==> config.mk <==
export PLATFORM = sky130hd
export DESIGN_NAME = sorted_list_insert_remove_top
export DESIGN_NICKNAME = d
export VERILOG_FILES = /design/src/rtl/core/slr_pkg.sv /design/src/rtl/core/slr_cell.sv /design/src/rtl/core/sorted_list_insert_remove_top.sv
export SDC_FILE = /design/constraint.sdc
export NUM_CORES = 2
export LEC_CHECK = 0
export BUFFER_PORTS_ARGS = -buffer_cell sky130_fd_sc_hd__buf_4
export CAP_MARGIN = 20
export CELL_PAD_IN_SITES_DETAIL_PLACEMENT = 0
export CELL_PAD_IN_SITES_GLOBAL_PLACEMENT = 1
export CORE_ASPECT_RATIO = 1.1
export CORE_MARGIN = 4
export CORE_UTILIZATION = 40
export CTS_CLUSTER_SIZE = 24
export DETAILED_ROUTE_END_ITERATION = 8
export PLACE_DENSITY = 0.63
export SLEW_MARGIN = 25
export SYNTH_ARGS = -nofsm -noshare
export SYNTH_HDL_FRONTEND = slang
export SYNTH_SLANG_ARGS = --single-unit
==> constraint.sdc <==
create_clock -name clk -period 15.43 [get_ports clk]
set_input_delay 3.086 -clock clk [delete_from_list [all_inputs] [get_ports clk]]
set_output_delay 3.086 -clock clk [all_outputs]
set_load 0.02 [all_outputs]
==> src/rtl/core/slr_pkg.sv <==
// Shared types and constants for the sorted list block.
// Used by the cell, the top level and the checker; depends on nothing.
`timescale 1ns / 1ps
`default_nettype none

package slr_pkg;

  localparam int DATA_W        = 32;
  localparam int CMD_W         = 2;
  localparam int IDX_W         = 4;
  localparam int STATUS_W      = 3;
  localparam int COUNT_W       = 5;
  localparam int DEPTH_DEFAULT = 16;

  typedef enum logic [CMD_W-1:0] {
    CMD_INSERT = 2'd0,
    CMD_REMOVE = 2'd1,
    CMD_CLEAR  = 2'd2,
    CMD_READ   = 2'd3
  } cmd_t;

  typedef enum logic [STATUS_W-1:0] {
    ST_OK       = 3'd0,
    ST_FULL     = 3'd1,
    ST_EMPTY    = 3'd2,
    ST_NOTFOUND = 3'd3,
    ST_RANGE    = 3'd4
  } status_t;

  typedef struct packed {
    logic ins;
    logic del;
  } cell_ctrl_t;

endpackage

`default_nettype wire

==> src/rtl/core/slr_cell.sv <==
// One position of the sorted list: holds an entry and compares it with the key.
// Depends on slr_pkg for the data width and the control struct.
`timescale 1ns / 1ps
`default_nettype none

module slr_cell
  import slr_pkg::*;
(
  input  wire  logic                     clk,
  input  wire  cell_ctrl_t               ctrl,
  input  wire  logic signed [DATA_W-1:0] key,
  input  wire  logic                     valid,
  input  wire  logic signed [DATA_W-1:0] left_entry,
  input  wire  logic                     left_gt,
  input  wire  logic signed [DATA_W-1:0] right_entry,
  output logic signed [DATA_W-1:0]       entry,
  output logic                           gt,
  output logic                           match
);

  logic keep;

  always_comb begin
    gt    = !valid || (entry > key);
    keep  = valid && (entry < key);
    match = valid && (entry == key);
  end

  // An insert moves greater entries one place right; a delete closes the gap from the right.
  always_ff @(posedge clk) begin
    if (ctrl.ins && gt) begin
      entry <= left_gt ? left_entry : key;
    end else if (ctrl.del && !keep) begin
      entry <= right_entry;
    end
  end

endmodule

`default_nettype wire

==> src/rtl/core/sorted_list_insert_remove_top.sv <==
// Top level of the sorted list: a row of compare-and-shift cells plus the command sequencer.
// Depends on slr_pkg and slr_cell.
//
// Usage:
//   A command transaction is taken on a rising edge where start is high and busy is low;
//   cmd, value and index are sampled then. Every command gives exactly one result, shown
//   on status, count, read_value and removed_count for one cycle while done is high.
//   The receiver cannot stall, so results must be captured in that cycle.
// Command timing:
//   Insert, clear and read need no remove state: done rises in the cycle after the
//   transaction, and busy stays low, so one of these commands can be taken every cycle.
//   Insert places the value with every cell comparing and shifting in parallel.
//   Remove holds busy until no match is left: each cycle the cells drop one
//   matching entry by shifting their right neighbor in, and the cycle that finds no more
//   matches posts the result. A remove on an empty list answers without raising busy.
// Reset:
//   rst empties the list, clears done and busy; entry storage is not cleared since only
//   positions below the count are ever read.
`timescale 1ns / 1ps
`default_nettype none

module sorted_list_insert_remove_top
  import slr_pkg::*;
#(
  parameter int DEPTH = DEPTH_DEFAULT
) (
  input  wire  logic                       clk,
  input  wire  logic                       rst,
  input  wire  logic                       start,
  output logic                             busy,
  input  wire  logic        [CMD_W-1:0]    cmd,
  input  wire  logic signed [DATA_W-1:0]   value,
  input  wire  logic        [IDX_W-1:0]    index,
  output logic                             done,
  output logic              [STATUS_W-1:0] status,
  output logic              [COUNT_W-1:0]  count,
  output logic signed       [DATA_W-1:0]   read_value,
  output logic              [COUNT_W-1:0]  removed_count
);

  localparam int CNT_W = $clog2(DEPTH + 1);
  localparam int CMP_W = (CNT_W > IDX_W) ? CNT_W : IDX_W;
  localparam int RD_N  = (DEPTH < (1 << IDX_W)) ? DEPTH : (1 << IDX_W);

  typedef enum logic {
    S_IDLE,
    S_REMOVE
  } state_t;

  state_t                   state;
  logic [CNT_W-1:0]         cnt;
  logic [CNT_W-1:0]         rem;
  logic signed [DATA_W-1:0] key_q;

  logic signed [DATA_W-1:0] key;
  cell_ctrl_t               ctrl;
  logic                     full;
  logic                     found;
  logic signed [DATA_W-1:0] rd;

  logic signed [DATA_W-1:0] entry [DEPTH];
  logic [DEPTH-1:0]         gt;
  logic [DEPTH-1:0]         match;

  assign busy  = (state == S_REMOVE);
  assign key   = busy ? key_q : value;
  assign full  = (cnt == CNT_W'(DEPTH));
  assign found = |match;

  always_comb begin
    ctrl.ins = start && !busy && (cmd_t'(cmd) == CMD_INSERT) && !full;
    ctrl.del = busy && found;
  end

  for (genvar i = 0; i < DEPTH; i++) begin : g_cell
    logic                     cell_valid;
    logic signed [DATA_W-1:0] left_entry;
    logic                     left_gt;
    logic signed [DATA_W-1:0] right_entry;

    assign cell_valid = (CNT_W'(i) < cnt);

    if (i == 0) begin : g_first
      assign left_entry = key;
      assign left_gt    = 1'b0;
    end else begin : g_inner
      assign left_entry = entry[i-1];
      assign left_gt    = gt[i-1];
    end

    if (i == DEPTH - 1) begin : g_last
      assign right_entry = entry[i];
    end else begin : g_body
      assign right_entry = entry[i+1];
    end

    slr_cell u_cell (
      .clk         (clk),
      .ctrl        (ctrl),
      .key         (key),
      .valid       (cell_valid),
      .left_entry  (left_entry),
      .left_gt     (left_gt),
      .right_entry (right_entry),
      .entry       (entry[i]),
      .gt          (gt[i]),
      .match       (match[i])
    );
  end

  always_comb begin
    rd = '0;
    for (int j = 0; j < RD_N; j++) begin
      if (index == IDX_W'(j)) begin
        rd = entry[j];
      end
    end
  end

  always_ff @(posedge clk) begin
    if (rst) begin
      state <= S_IDLE;
      cnt   <= '0;
      done  <= 1'b0;
    end else begin
      done <= 1'b0;
      unique case (state)
        S_IDLE: begin
          if (start) begin
            read_value    <= '0;
            removed_count <= '0;
            status        <= ST_OK;
            unique case (cmd_t'(cmd))
              CMD_INSERT: begin
                done <= 1'b1;
                if (full) begin
                  status <= ST_FULL;
                  count  <= COUNT_W'(cnt);
                end else begin
                  cnt   <= cnt + 1'b1;
                  count <= COUNT_W'(cnt + 1'b1);
                end
              end
              CMD_REMOVE: begin
                if (cnt == '0) begin
                  done   <= 1'b1;
                  status <= ST_EMPTY;
                  count  <= '0;
                end else begin
                  state <= S_REMOVE;
                  key_q <= value;
                  rem   <= '0;
                end
              end
              CMD_CLEAR: begin
                done  <= 1'b1;
                cnt   <= '0;
                count <= '0;
              end
              CMD_READ: begin
                done  <= 1'b1;
                count <= COUNT_W'(cnt);
                if (CMP_W'(index) < CMP_W'(cnt)) begin
                  read_value <= rd;
                end else begin
                  status <= ST_RANGE;
                end
              end
              default: begin
                done <= 1'b0;
              end
            endcase
          end
        end
        S_REMOVE: begin
          if (found) begin
            cnt <= cnt - 1'b1;
            rem <= rem + 1'b1;
          end else begin
            state         <= S_IDLE;
            done          <= 1'b1;
            status        <= (rem == '0) ? ST_NOTFOUND : ST_OK;
            count         <= COUNT_W'(cnt);
            read_value    <= '0;
            removed_count <= COUNT_W'(rem);
          end
        end
        default: begin
          state <= S_IDLE;
        end
      endcase
    end
  end

endmodule

`default_nettype wire

==> run summary <==
H-tree levels -> 3
Final Max Slew Viols -> 0
Post-synth EDFFs -> 594
Crit start category -> primary input
Reg2reg start -> busy
Crit end category -> flip-flop
DR DRC count -> 0
Status -> complete, no violations
Power Density -> 84.1 mW/mm²
Sequential area share after synthesis -> 0.383
Fin Setup TNS -> 0 ns
GRT overflow -> 0
Cell count after synthesis -> 4338
Rel. slew slack -> 0.253
Primary FF master, synth -> edfxtp_1
Path category of the worst min-delay check -> reg2reg
1st-iter DRT viols -> 3660
Switching pwr -> 1.29 mW
Min-Delay Startpoint -> rem[0]
Port buffer count -> 87
Final wirelength -> 186000 µm
Yosys cell types -> 83
Area Overhead vs Synth -> 11.3%
Reg2reg path depth -> 14
GRT Overall Usage -> 0.295
Clock transition at path regs -> 0.06 ns
Post-route ant nets -> 0
Post-synthesis async set-or-reset flop share -> 0
Hold Vio Cnt, Final -> 0
Switching Share -> 0.294
RSZ-0062 raised after global routing -> false
Setup Viol. Count Final -> 0
Worst-skew pair later-pin latency -> 0.67 ns
TritonCTS clock tree -> done
Vias/cell -> 6.37
Gate power share -> 0.173
Flop-to-flop setup slack -> 8.28 ns
Full die area -> 0.123 mm²
Setup bufs post-CTS -> 0
Post-layout nets -> 4925
Synth Net Count -> 4899
Number of CTS-inserted buffers -> 75
First-pass GRT wire length -> 267000 µm
Hold-fix buffer count after cts -> 0
Starting Density -> 0.404
Syn Area/Cell -> 10.8 µm²
Gpl congestion -> 0.926
Fin cells -> 5950
Largest net degree at the start of global routing -> 80
Clk root buf -> clkbuf_16
Power Total -> 4.40 mW
Initial antenna violation count -> 3
Placed insts -> 5815
Clock share of power -> 0.390
Vias in the first global route -> 37.2k
Yosys warnings -> 0
Worst R2R End -> g_cell[1].u_cell.entry[10]
# rows -> 131
Core box area -> 0.116 mm²
Top-Level Pins -> 88
WS Path Type -> in2reg
CP Max Fanout -> 21
Yosys reg bits -> 601
Final Critical Period -> 8.38 ns
Dpl hpwl -> 140000 µm
Worst Path Required -> 15.74 ns
Longest Clk Path Bufs -> 3
Hold Path End -> rem[0]
Clock skew -> 0.0269 ns
Flop pwr share -> 0.436
Die Width -> 335 µm
Final period util -> 0.543
Pleak -> 19.9 nW
Maximum vdd drop -> 0.0817 mV
Die span in y -> 367 µm
Slew @ Worst Pin -> 1.11 ns
Critical path arrival -> 8.70 ns
Clock sinks -> 601
Internal Power -> 3.10 mW
Post-cts gate resize count -> 0
Fmax -> 119 MHz
Max cap viols -> 0
Post-Syn Area -> 0.0469 mm²
Vias -> 37.9k
Cell count of the worst hold path -> 1
Layout cells sized above 1 -> 0.240
DR pass1 iterations -> 6
Post-DR wirelength/cell -> 31.2 µm
through the flow:
step            util  setup WS [ns]  cell area, µm²  hold slack (ns)
6_report       0.450           7.05           52300            0.616
5_1_grt        0.450           6.97           52300            0.641
4_1_cts        0.449           7.21           52200            0.618
3_5_place_dp   0.430           6.50           50000            0.606
3_3_place_gp   0.428           6.52           49800            0.593
2_1_floorplan      -           6.55           46900            0.545
synthesized netlist by cell type (11+ instances only):
master,n,area (µm²)
buf_2,38,190
a2111oi_0,11,96.3
nor2_1,224,841
a21o_1,92,691
inv_1,85,319
edfxtp_1,594,17800
or3_1,15,93.8
o221ai_1,14,123
a221oi_1,38,333
o211ai_1,62,465
a31oi_1,15,93.8
o311ai_0,15,131
a211oi_1,31,233
mux2i_1,145,1450
nor2b_1,38,238
nor3_1,49,245
nand2b_1,31,194
a21oi_1,321,1610
o21a_1,26,195
o21ai_0,239,1200
nor4_1,21,131
nand4b_1,34,298
a22oi_1,47,353
o22ai_1,28,175
ha_1,520,6510
mux4_2,25,563
mux2_2,647,7290
mux2_1,24,270
nand4_1,120,751
nand2_1,271,1020
clkbuf_1,196,736
nand3_1,105,526
buf_1,30,113
and2_1,21,131
metal layers:
metal | vias up | global-route usage | routed length (µm)
met2 | 1583 | 0.479 | 86200
met1 | 18900 | 0.393 | 78700
met4 | 0 | 0.141 | 9410
li1 | 17100 | - | -
met5 | - | 0 | 0
met3 | 329 | 0.0321 | 11300
power by group through the flow:
stage          Sequential, mW  Combinational [mW]  Clock, mW
2_1_floorplan            1.93               0.467          0
3_3_place_gp             1.95               0.736          0
3_5_place_dp             1.95               0.746          0
4_1_cts                  1.92               0.749       1.75
5_1_grt                  1.92               0.823       1.81
6_report                 1.92               0.762       1.72
cells in the final DEF, fill, tap and decap left out, drive strengths merged, types with 8 or more instances in the layout:
| cell type | count |
|---|---|
| a2111oi | 13 |
| a211oi | 31 |
| a21boi | 8 |
| a21o | 92 |
| a21oi | 321 |
| a221oi | 38 |
| a22oi | 47 |
| a31oi | 15 |
| and2 | 22 |
| buf | 216 |
| clkbuf | 90 |
| clkinv | 35 |
| edfxtp | 594 |
| ha | 520 |
| inv | 87 |
| mux2 | 671 |
| mux2i | 145 |
| mux4 | 25 |
| nand2 | 271 |
| nand2b | 31 |
| nand3 | 105 |
| nand4 | 120 |
| nand4b | 34 |
| nor2 | 225 |
| nor2b | 38 |
| nor3 | 49 |
| nor4 | 22 |
| o211ai | 62 |
| o21a | 26 |
| o21ai | 243 |
| o221ai | 14 |
| o22ai | 28 |
| o311ai | 23 |
| o31ai | 8 |
| or2 | 9 |
| or3 | 15 |
| or4 | 9 |
worst max-delay path by stage:
stage	from	end	slack, ns	depth (start not counted)
floorplan	value[14]	g_cell[10].u_cell.entry[0]	6.55	12
global placement	value[31]	g_cell[8].u_cell.entry[10]	6.52	13
detailed placement	value[31]	g_cell[1].u_cell.entry[11]	6.50	14
CTS	value[31]	g_cell[1].u_cell.entry[18]	7.21	14
global route	value[22]	g_cell[1].u_cell.entry[13]	6.97	16
finish	value[18]	g_cell[1].u_cell.entry[10]	7.05	14
registers in the layout, summed over array words and instances, names as in the netlist:
register,cells
g_cell.u_cell.entry,512
cnt,5
key_q,32
status,3
done,1
removed_count,5
busy,1
count,5
rem,5
read_value,32
layout make-up:
| type | instances | area (µm²) |
|---|---|---|
| fill | 10800 | 64000 |
| multi-input combinational | 3385 | 28000 |
| sequential | 601 | 18000 |
| clock buffer | 90 | 1990 |
| tap | 1529 | 1910 |
| timing repair buffer | 216 | 1770 |
| inverter | 85 | 319 |
| clock inverter | 41 | 270 |
| antenna | 3 | 7.51 |
critical path, cell delays in order:
cell and delay, ns:
buf_4 0.11, mux2_2 0.44, inv_1 0.26, buf_4 0.28, ha_1 0.34, nand4_1 0.08, nor4_1 0.85, nand3_1 0.21
or4_1 0.82, o2111a_1 0.37, a21o_2 0.42, buf_4 0.36, o21ai_4 0.51, buf_4 0.45
logic make-up after synthesis:
logic type,after synthesis,synth area share
AOI/OAI and AO/OA,1043,0.141
xor gates and xnor gates,7,0.00131
adders and majority gates,520,0.139
buffers and inverters,352,0.0296
DFF,601,0.383
muxes,841,0.204
and+or+nand+nor,974,0.103
(Power assumes the default switching activity.)
